### config.mk
export PLATFORM = sky130hd
export DESIGN_NAME = hid_report_field_accumulator
export DESIGN_NICKNAME = d
export VERILOG_FILES = /design/src/rtl/hrfa_pkg.sv /design/src/rtl/hid_report_field_accumulator.sv /design/src/rtl/hrfa_lane.sv /design/src/rtl/hrfa_merge.sv
export VERILOG_INCLUDE_DIRS = /design/src /design/src/rtl
export SDC_FILE = /design/constraint.sdc
export NUM_CORES = 2
export LEC_CHECK = 0
export ABC_AREA = 1
export BUFFER_PORTS_ARGS = -buffer_cell sky130_fd_sc_hd__buf_2
export CELL_PAD_IN_SITES_DETAIL_PLACEMENT = 0
export CELL_PAD_IN_SITES_GLOBAL_PLACEMENT = 1
export CORE_MARGIN = 5
export CORE_UTILIZATION = 30
export DETAILED_ROUTE_END_ITERATION = 10
export GPL_ROUTABILITY_DRIVEN = 0
export PLACE_DENSITY_LB_ADDON = 0.1
export SLEW_MARGIN = 20
export SYNTH_ARGS = -nofsm -noshare
export SYNTH_HDL_FRONTEND = slang
export SYNTH_SLANG_ARGS = --single-unit
### constraint.sdc
create_clock -name clk_i -period 14 [get_ports clk_i]
set_input_delay 0.7 -clock clk_i [delete_from_list [all_inputs] [get_ports clk_i]]
set_output_delay 0.7 -clock clk_i [all_outputs]
set_load 0.005 [all_outputs]
### src/rtl/hid_report_field_accumulator_macros.svh
// Assertion macros used by the report field accumulator RTL.
`ifndef HID_REPORT_FIELD_ACCUMULATOR_MACROS_SVH
`define HID_REPORT_FIELD_ACCUMULATOR_MACROS_SVH

// Plain property, checked on every rising edge outside reset.
// The enclosing module must have clk_i and rst_ni.
`define HRFA_ASSERT(label, prop, msg) \
  label: assert property (@(posedge clk_i) disable iff (!rst_ni) (prop)) else $error(msg);

// Same-cycle implication.
`define HRFA_ASSERT_IMP(label, ante, cons, msg) \
  label: assert property (@(posedge clk_i) disable iff (!rst_ni) (ante) |-> (cons)) \
    else $error(msg);

// Next-cycle implication.
`define HRFA_ASSERT_NXT(label, ante, cons, msg) \
  label: assert property (@(posedge clk_i) disable iff (!rst_ni) (ante) |=> (cons)) \
    else $error(msg);

`endif

### src/rtl/hrfa_pkg.sv
// Shared types and constants of the HID report field accumulator.
`timescale 1ns / 1ps

package hrfa_pkg;

  // Report and field geometry.
  localparam int ReportBits   = 64;
  localparam int PackedFields = 4;
  localparam int NumCtrlDef   = 4;
  localparam int OffW         = 6;
  localparam int SizeW        = 5;
  localparam int GainW        = 8;
  localparam int ValW         = 16;
  localparam int ByteW        = 8;
  localparam int ByteSelW     = 3;
  localparam int RawW         = 31;
  localparam int DeltaW       = 32;
  localparam int ProdW        = DeltaW + GainW + 1;
  localparam int SumW         = ProdW + 1;

  // Configuration port.
  localparam int CfgIdxW  = 3;
  localparam int CfgDataW = 24;

  typedef enum logic [CfgIdxW-1:0] {
    CfgFieldOffsets = 3'd0,
    CfgFieldSizes   = 3'd1,
    CfgGain         = 3'd2,
    CfgButtonOffset = 3'd3,
    CfgButtonsEn    = 3'd4
  } cfg_idx_e;

  // Pipeline control handed from the merge stage to the lanes.
  typedef struct packed {
    logic s1_load;  // a beat enters the product stage
    logic commit;   // the product stage item is folded into the stored values
  } hrfa_ctl_t;

endpackage

### src/rtl/hid_report_field_accumulator.sv
// Top level of the HID report field accumulator.
//
// Each input beat on the s_axis channel carries the first 64 bits of a HID
// input report. Up to four control lanes extract their configured bit field,
// scale it by the gain and add it to a stored 16-bit value that clamps at
// 0 and 65535; a button byte may also be captured. Every report yields one
// output beat on m_axis with the four stored values, the button byte and a
// mask of the controls that were updated.
// Configuration is written through cfg_we_i / cfg_idx_i / cfg_wdata_i; the
// user must write it only while no report is in flight, which the block
// does not enforce. A write to an unknown index is ignored. The accepting
// edge loads the product stage, and the stored values and the result beat
// update as that item moves on to the output slot. Throughput is one
// report per cycle while m_axis_tready is high; the loop that sets it is
// the add and clamp on the stored values. Reset clears the stored values,
// button byte, update mask, valid flags and configuration, with the gain
// set to 1. When the receiver stalls, the result beat holds and one more
// report can enter an empty product stage before s_axis_tready falls.
`timescale 1ns / 1ps

module hid_report_field_accumulator
  import hrfa_pkg::*;
#(
  parameter int NUM_CONTROLS = NumCtrlDef
) (
  input  logic                clk_i,
  input  logic                rst_ni,
  // Configuration write port.
  input  logic                cfg_we_i,
  input  logic [CfgIdxW-1:0]  cfg_idx_i,
  input  logic [CfgDataW-1:0] cfg_wdata_i,
  // Report input: tdata = report_data[63:0].
  input  logic                s_axis_tvalid,
  output logic                s_axis_tready,
  input  logic [63:0]         s_axis_tdata,
  // Result output: tdata = value_0[15:0], value_1[31:16], value_2[47:32],
  // value_3[63:48], button_bits[71:64], updated_mask[75:72], zero[79:76].
  output logic                m_axis_tvalid,
  input  logic                m_axis_tready,
  output logic [79:0]         m_axis_tdata
);

  localparam int NumLanes = (NUM_CONTROLS < PackedFields) ? NUM_CONTROLS : PackedFields;

  logic [OffW*PackedFields-1:0]  offsets_q;
  logic [SizeW*PackedFields-1:0] sizes_q;
  logic [GainW-1:0]              gain_q;
  logic [OffW-1:0]               btn_off_q;
  logic                          btn_en_q;
  hrfa_ctl_t                     ctl;
  logic [PackedFields-1:0]       upd;
  logic [ValW-1:0]               values [PackedFields];

  // Configuration registers.
  always_ff @(posedge clk_i or negedge rst_ni) begin
    if (!rst_ni) begin
      offsets_q <= '0;
      sizes_q   <= '0;
      gain_q    <= GainW'(1);
      btn_off_q <= '0;
      btn_en_q  <= 1'b0;
    end else if (cfg_we_i) begin
      case (cfg_idx_i)
        CfgFieldOffsets: offsets_q <= cfg_wdata_i[OffW*PackedFields-1:0];
        CfgFieldSizes:   sizes_q   <= cfg_wdata_i[SizeW*PackedFields-1:0];
        CfgGain:         gain_q    <= cfg_wdata_i[GainW-1:0];
        CfgButtonOffset: btn_off_q <= cfg_wdata_i[OffW-1:0];
        CfgButtonsEn:    btn_en_q  <= cfg_wdata_i[0];
        default: ;
      endcase
    end
  end

  // Control lanes; slots without a lane read zero and never update.
  for (genvar i = 0; i < PackedFields; i++) begin : g_lane
    if (i < NumLanes) begin : g_on
      hrfa_lane u_lane (
        .clk_i    (clk_i),
        .rst_ni   (rst_ni),
        .ctl_i    (ctl),
        .report_i (s_axis_tdata),
        .off_i    (offsets_q[OffW*i +: OffW]),
        .size_i   (sizes_q[SizeW*i +: SizeW]),
        .gain_i   (gain_q),
        .upd_o    (upd[i]),
        .value_o  (values[i])
      );
    end else begin : g_off
      assign upd[i]    = 1'b0;
      assign values[i] = '0;
    end
  end

  // Flow control, button capture and output beat.
  hrfa_merge u_merge (
    .clk_i       (clk_i),
    .rst_ni      (rst_ni),
    .in_valid_i  (s_axis_tvalid),
    .in_ready_o  (s_axis_tready),
    .report_i    (s_axis_tdata),
    .btn_sel_i   (btn_off_q[OffW-1 -: ByteSelW]),
    .btn_en_i    (btn_en_q),
    .upd_i       (upd),
    .values_i    (values),
    .ctl_o       (ctl),
    .out_valid_o (m_axis_tvalid),
    .out_ready_i (m_axis_tready),
    .out_data_o  (m_axis_tdata)
  );

endmodule

### src/rtl/hrfa_lane.sv
// One control lane: field extraction, gain multiply and saturating accumulation.
`timescale 1ns / 1ps

module hrfa_lane
  import hrfa_pkg::*;
(
  input  logic                  clk_i,
  input  logic                  rst_ni,
  input  hrfa_ctl_t             ctl_i,
  input  logic [ReportBits-1:0] report_i,
  input  logic [OffW-1:0]       off_i,
  input  logic [SizeW-1:0]      size_i,
  input  logic [GainW-1:0]      gain_i,
  output logic                  upd_o,
  output logic [ValW-1:0]       value_o
);

  logic                     en;
  logic                     field_ok;
  logic                     is_signed;
  logic [OffW:0]            field_end;
  logic [ReportBits-1:0]    shifted;
  logic [RawW-1:0]          raw_mask;
  logic [RawW-1:0]          raw;
  logic [DeltaW-1:0]        delta_u;
  logic signed [DeltaW-1:0] delta;
  logic signed [ProdW-1:0]  prod_d, prod_q;
  logic                     en_q;
  logic signed [SumW-1:0]   sum;
  logic [ValW-1:0]          value_d, value_q;

  // A control with both offset and size at zero is switched off.
  assign en        = (off_i != '0) || (size_i != '0);
  assign field_end = {1'b0, off_i} + {2'b0, size_i};
  assign field_ok  = (field_end <= 7'(ReportBits));
  assign is_signed = (size_i == 5'd8) || (size_i == 5'd12) || (size_i == 5'd16);

  // Bit field extraction; a size of 31 gives an all-ones mask by wrap-around.
  assign shifted  = report_i >> off_i;
  assign raw_mask = (RawW'(1) << size_i) - RawW'(1);
  assign raw      = shifted[RawW-1:0] & raw_mask;

  // Two's complement sizes are sign-extended, the rest zero-extended.
  always_comb begin
    delta_u = {1'b0, raw};
    if (!field_ok) begin
      delta_u = '0;
    end else if (is_signed && raw[size_i - 5'd1]) begin
      delta_u = {1'b0, raw} - (DeltaW'(1) << size_i);
    end
  end
  assign delta  = $signed(delta_u);
  assign prod_d = delta * $signed({1'b0, gain_i});

  // Product stage register.
  always_ff @(posedge clk_i) begin
    if (ctl_i.s1_load) begin
      prod_q <= prod_d;
      en_q   <= en;
    end
  end

  // Accumulate and clamp to the unsigned 16-bit range.
  assign sum = {{(SumW-ProdW){prod_q[ProdW-1]}}, prod_q} + {{(SumW-ValW){1'b0}}, value_q};

  always_comb begin
    if (sum[SumW-1]) begin
      value_d = '0;
    end else if (|sum[SumW-2:ValW]) begin
      value_d = '1;
    end else begin
      value_d = sum[ValW-1:0];
    end
  end

  // Stored control value; it doubles as the output payload.
  always_ff @(posedge clk_i or negedge rst_ni) begin
    if (!rst_ni) begin
      value_q <= '0;
    end else if (ctl_i.commit && en_q) begin
      value_q <= value_d;
    end
  end

  assign upd_o   = en_q;
  assign value_o = value_q;

endmodule

### src/rtl/hrfa_merge.sv
// Merge stage: beat flow control, button capture, update mask and output beat.
`timescale 1ns / 1ps

`include "hid_report_field_accumulator_macros.svh"

module hrfa_merge
  import hrfa_pkg::*;
(
  input  logic                    clk_i,
  input  logic                    rst_ni,
  input  logic                    in_valid_i,
  output logic                    in_ready_o,
  input  logic [ReportBits-1:0]   report_i,
  input  logic [ByteSelW-1:0]     btn_sel_i,
  input  logic                    btn_en_i,
  input  logic [PackedFields-1:0] upd_i,
  input  logic [ValW-1:0]         values_i [PackedFields],
  output hrfa_ctl_t               ctl_o,
  output logic                    out_valid_o,
  input  logic                    out_ready_i,
  output logic [79:0]             out_data_o
);

  logic                    s1_valid_q;
  logic                    out_valid_q;
  logic                    out_adv;
  logic [ByteW-1:0]        btn_byte_q;
  logic                    btn_en_q;
  logic [ByteW-1:0]        button_q;
  logic [PackedFields-1:0] mask_q;
  hrfa_ctl_t               ctl;

  // The output slot frees when empty or taken; stage one frees when it can move on.
  assign out_adv     = !out_valid_q || out_ready_i;
  assign in_ready_o  = !s1_valid_q || out_adv;
  assign ctl.s1_load = in_valid_i && in_ready_o;
  assign ctl.commit  = s1_valid_q && out_adv;
  assign ctl_o       = ctl;

  // Valid flags of the product stage and the output slot.
  always_ff @(posedge clk_i or negedge rst_ni) begin
    if (!rst_ni) begin
      s1_valid_q  <= 1'b0;
      out_valid_q <= 1'b0;
    end else begin
      if (in_ready_o) begin
        s1_valid_q <= in_valid_i;
      end
      if (out_adv) begin
        out_valid_q <= s1_valid_q;
      end
    end
  end

  // Button byte chosen by the byte part of the bit offset.
  always_ff @(posedge clk_i) begin
    if (ctl.s1_load) begin
      btn_byte_q <= report_i[{btn_sel_i, 3'b000} +: ByteW];
      btn_en_q   <= btn_en_i;
    end
  end

  // Stored button state and update mask of the last committed report.
  always_ff @(posedge clk_i or negedge rst_ni) begin
    if (!rst_ni) begin
      button_q <= '0;
      mask_q   <= '0;
    end else if (ctl.commit) begin
      if (btn_en_q) begin
        button_q <= btn_byte_q;
      end
      mask_q <= upd_i;
    end
  end

  assign out_valid_o = out_valid_q;
  assign out_data_o  = {4'b0000, mask_q, button_q,
                        values_i[3], values_i[2], values_i[1], values_i[0]};

  // Checks on the merge stage.
  `HRFA_ASSERT_IMP(a_commit_has_item, ctl.commit, s1_valid_q,
                   "commit without an item in the product stage")
  `HRFA_ASSERT_IMP(a_load_needs_room, ctl.s1_load && s1_valid_q, out_adv,
                   "product stage overwritten while its item is stalled")
  `HRFA_ASSERT_NXT(a_mask_holds, !ctl.commit, $stable(mask_q),
                   "update mask changed without a commit")
  `HRFA_ASSERT_NXT(a_button_holds, !ctl.commit, $stable(button_q),
                   "button state changed without a commit")

endmodule
==> impl_metrics.env <==
export IMPL_outcome="completed"
export IMPL_drt_iter0_drc=7866
export IMPL_die_y_um=542
export IMPL_grt_max_degree=98
export IMPL_hold_viol=0
export IMPL_timing_fmax_mhz=83.9
export IMPL_clockRootBuffer="clkbuf_16"
export IMPL_start_util=0.301
export IMPL_grt_pass1_vias=87900
export IMPL_relSlewSlack=0.243
export IMPL_min_period_ns=11.92
export IMPL_rows=195
export IMPL_synthTopCellsByArea="fa_1, nand2_1, nand3_1"
export IMPL_critPathSlowestCell="dfrtp_1"
export IMPL_synth_area_um2=84800
export IMPL_synth_top_area_cell="fa_1"
export IMPL_ys_warn_count=0
export IMPL_die_w_um=542
export IMPL_rr_worst_depth=44
export IMPL_drive_gt1_frac=0.0453
export IMPL_grt_pass1_wl_mm=562
export IMPL_fillCellCount=31500
export IMPL_cp_common_cell="nand2_1"
export IMPL_ys_async_sr_fraction=0.431
export IMPL_rr_endpoint="g_lane[3].g_on.u_lane.prod_q[35]$_DFFE_PP_"
export IMPL_leakage_uw=0.0459
export IMPL_startpoint_type="flop"
export IMPL_finalClockSkew_ns=0.0805
export IMPL_maxCapViolations=0
export IMPL_p_per_area_nw_per_um2=302
export IMPL_switchingPower_uw=16900
export IMPL_cts_buffers=50
export IMPL_p_seq_frac=0.090
export IMPL_grt_setup_unrepaired="no"
export IMPL_avgSynthCellArea_um2=6.32
export IMPL_synthToLayoutAreaGrowth_pct=6.65
export IMPL_postCtsHoldBufs=1
export IMPL_ant_nets=0
export IMPL_cpPeakStageDelay_ns=0.97
export IMPL_syn_inst=13400
export IMPL_worstMarginPinSlew_ns=1.14
export IMPL_seq_area_um2=8710
export IMPL_yosysSeqAreaShare=0.102
export IMPL_boundaryPins=178
export IMPL_yosys_cell_count_top_type="nand2_1"
export IMPL_vias=89600
export IMPL_placed_cells=16800
export IMPL_ff2ff_setup_slack_ns=2.08
export IMPL_instances_no_fill=16900
export IMPL_drt_total_wl_mm=373
export IMPL_coreArea_um2=282000
export IMPL_fin_nets=14500
export IMPL_startpoint="sizes_q[15]$_DFFE_PN0P_"
export IMPL_end_kind="flop"
export IMPL_synth_top_area_share=0.190
export IMPL_wire_per_inst_um=22.1
export IMPL_design_die_area_um2=293000
export IMPL_cts_buffer_depth=3
export IMPL_drc=0
export IMPL_vias_per_cell=5.29
export IMPL_power_internal_uw=10500
export IMPL_drv_slew=0
export IMPL_htreeDepth=2
export IMPL_synth_edf_count=177
export IMPL_place_hpwl_mm=300
export IMPL_ys_seq_elements=311
export IMPL_clk_pin_slew_worst_paths_ns=0.09
export IMPL_io_buffers=173
export IMPL_cts_sinks=311
export IMPL_yosysUniqueCellTypes=67
export IMPL_synth_flop_cell="edfxtp_1"
export IMPL_critical_path_arrival_ns=12.37
export IMPL_cp_max_fo=34
export IMPL_antenna_found_initial=13
export IMPL_drt_pass1_iterations=6
export IMPL_endpoint="g_lane[3].g_on.u_lane.prod_q[35]$_DFFE_PP_"
export IMPL_required_ns=14.46
export IMPL_ir_drop_v=0.000258
export IMPL_swShare=0.617
export IMPL_fin_crit_sh=0.851
export IMPL_post_cts_setup_buffer_count=0
export IMPL_finalSetupViolCount=0
export IMPL_hp_class="primary input to flop"
export IMPL_pwr_share_clk=0.050
export IMPL_overflow=0
export IMPL_tritoncts="built"
export IMPL_rr_startpoint="sizes_q[15]$_DFFE_PN0P_"
export IMPL_cts_resized=0
export IMPL_multi_input_area_um2=66200
export IMPL_setup_tns_ns=0
export IMPL_comb_power_share=0.860
export IMPL_path_class="flop to flop"
export IMPL_worstSkewPairLatency_ns=0.76
export IMPL_grt_use_total=0.247
export IMPL_synth_common_cells="nand2_1, nand3_1, inv_1"
cell type report:
cell class | count | area share
flip-flops and latches | 311 | 0.0963
clock buffers | 56 | 0.0144
inverters | 1956 | 0.0814
multi-input cells | 10600 | 0.733
diodes | 2 | 0.0000554
clock inverters | 38 | 0.00490
well taps | 3743 | 0.0518
repair buffers | 276 | 0.0184
logic make-up (layout without fill, tap and decap cells):
family | after synthesis | in the layout | synth area share
simple gates | 7684 | 7684 | 0.399
buf+inv | 2549 | 2326 | 0.117
other cells | 1 | 6 | 0.0000442
compound gates | 1162 | 1162 | 0.0779
mux | 8 | 8 | 0.00106
fa+ha+maj | 1273 | 1273 | 0.259
flops | 311 | 311 | 0.102
xor+xnor | 421 | 421 | 0.0437
sequential cells by signal (all words and copies together) (netlist names), 4 cells and up:
register,count
g_lane.g_on.u_lane.value_o,64
gain_q,8
g_lane.g_on.u_lane.prod_q,164
u_merge.btn_byte_q,8
g_lane.g_on.u_lane.upd_o,4
offsets_q,24
sizes_q,20
u_merge.button_q,8
u_merge.mask_q,4
power by group through the flow:
stage	combinational [µW]	sequential, µW	clock (µW)
5_1_grt	26700	2520	1460
2_1_floorplan	16700	2200	0
6_report	23500	2460	1370
4_1_cts	23600	2470	1430
3_5_place_dp	23500	2480	0
3_3_place_gp	23400	2480	0
layer usage:
| metal | vias up | wire length [µm] | share of wire | global-route usage |
|---|---|---|---|---|
| met1 | 43400 | 180000 | 0.48 | 0.361 |
| met3 | 436 | 21700 | 0.058 | 0.0273 |
| met4 | 8 | 11000 | 0.029 | 0.0653 |
| met2 | 2888 | 161000 | 0.43 | 0.385 |
| met5 | - | 54 | 0.00014 | 0 |
| li1 | 42900 | - | - | - |
critical path: cells and delay by family (launching register included):
kind / cells / cell delay [ns]
AO/OA/AOI/OAI: 10 / 2.19
XOR/XNOR: 1 / 0.16
adder cells (fa/ha/maj): 7 / 3.26
buffers and inverters: 7 / 2.03
flip-flops: 1 / 0.97
AND/OR/NAND/NOR: 19 / 2.98
per-stage QoR:
| stage | instance area [µm²] | setup slack, ns | util | power (µW) | hold WS (ns) |
|---|---|---|---|---|---|
| final | 90400 | 2.08 | 0.321 | 27300 | 0.202 |
| after CTS | 90400 | 2.35 | 0.321 | 27500 | 0.149 |
| after floorplan | 84800 | 5.52 | - | 18900 | 0.404 |
| after global placement | 88600 | 2.28 | 0.315 | 25900 | 0.436 |
| after global routing | 90400 | 1.39 | 0.321 | 30600 | 0.194 |
| after detailed placement | 88600 | 2.40 | 0.315 | 25900 | 0.441 |
how the worst min path moves through the flow:
stage,depth (start not counted),to,from,slack (ns)
final,3,sizes_q[14]$_DFFE_PN0P_,cfg_wdata_i[14],0.20
after global routing,3,offsets_q[20]$_DFFE_PN0P_,cfg_wdata_i[20],0.19
after CTS,3,offsets_q[20]$_DFFE_PN0P_,cfg_wdata_i[20],0.15
after detailed placement,0,u_merge.btn_en_q$_DFFE_PP_,btn_en_q$_DFFE_PN0P_,0.44
after global placement,0,u_merge.btn_en_q$_DFFE_PP_,btn_en_q$_DFFE_PN0P_,0.44
after floorplan,0,btn_en_q$_DFFE_PN0P_,rst_ni,0.40
layout by cell type, fill, tap and decap left out, types with 11 or more instances in the layout:
cell and n:
nand3_1 2163, buf_4 101, xnor2_1 144, xor2_1 275, inv_2 35, o21ai_0 445
nand3b_1 36, or2_2 11, a21oi_4 12, a31oi_1 48, a21oi_1 401, a21boi_0 27
fa_1 804, nor2_2 32, ha_1 469, nor2_4 11, clkbuf_16 50, nand4_1 515
nor4_1 28, dfrtp_1 113, o21a_1 20, a21o_1 24, nand3_2 28, inv_1 1906
o21ai_2 20, nor2_1 1234, o21bai_1 31, nand2_2 22, o21ai_1 47, and2_1 23
buf_2 172, o211ai_1 36, nand2_1 3449, edfxtp_1 177, dfrtp_2 15, nor3_1 98
Power figures use the tool's default switching activity.
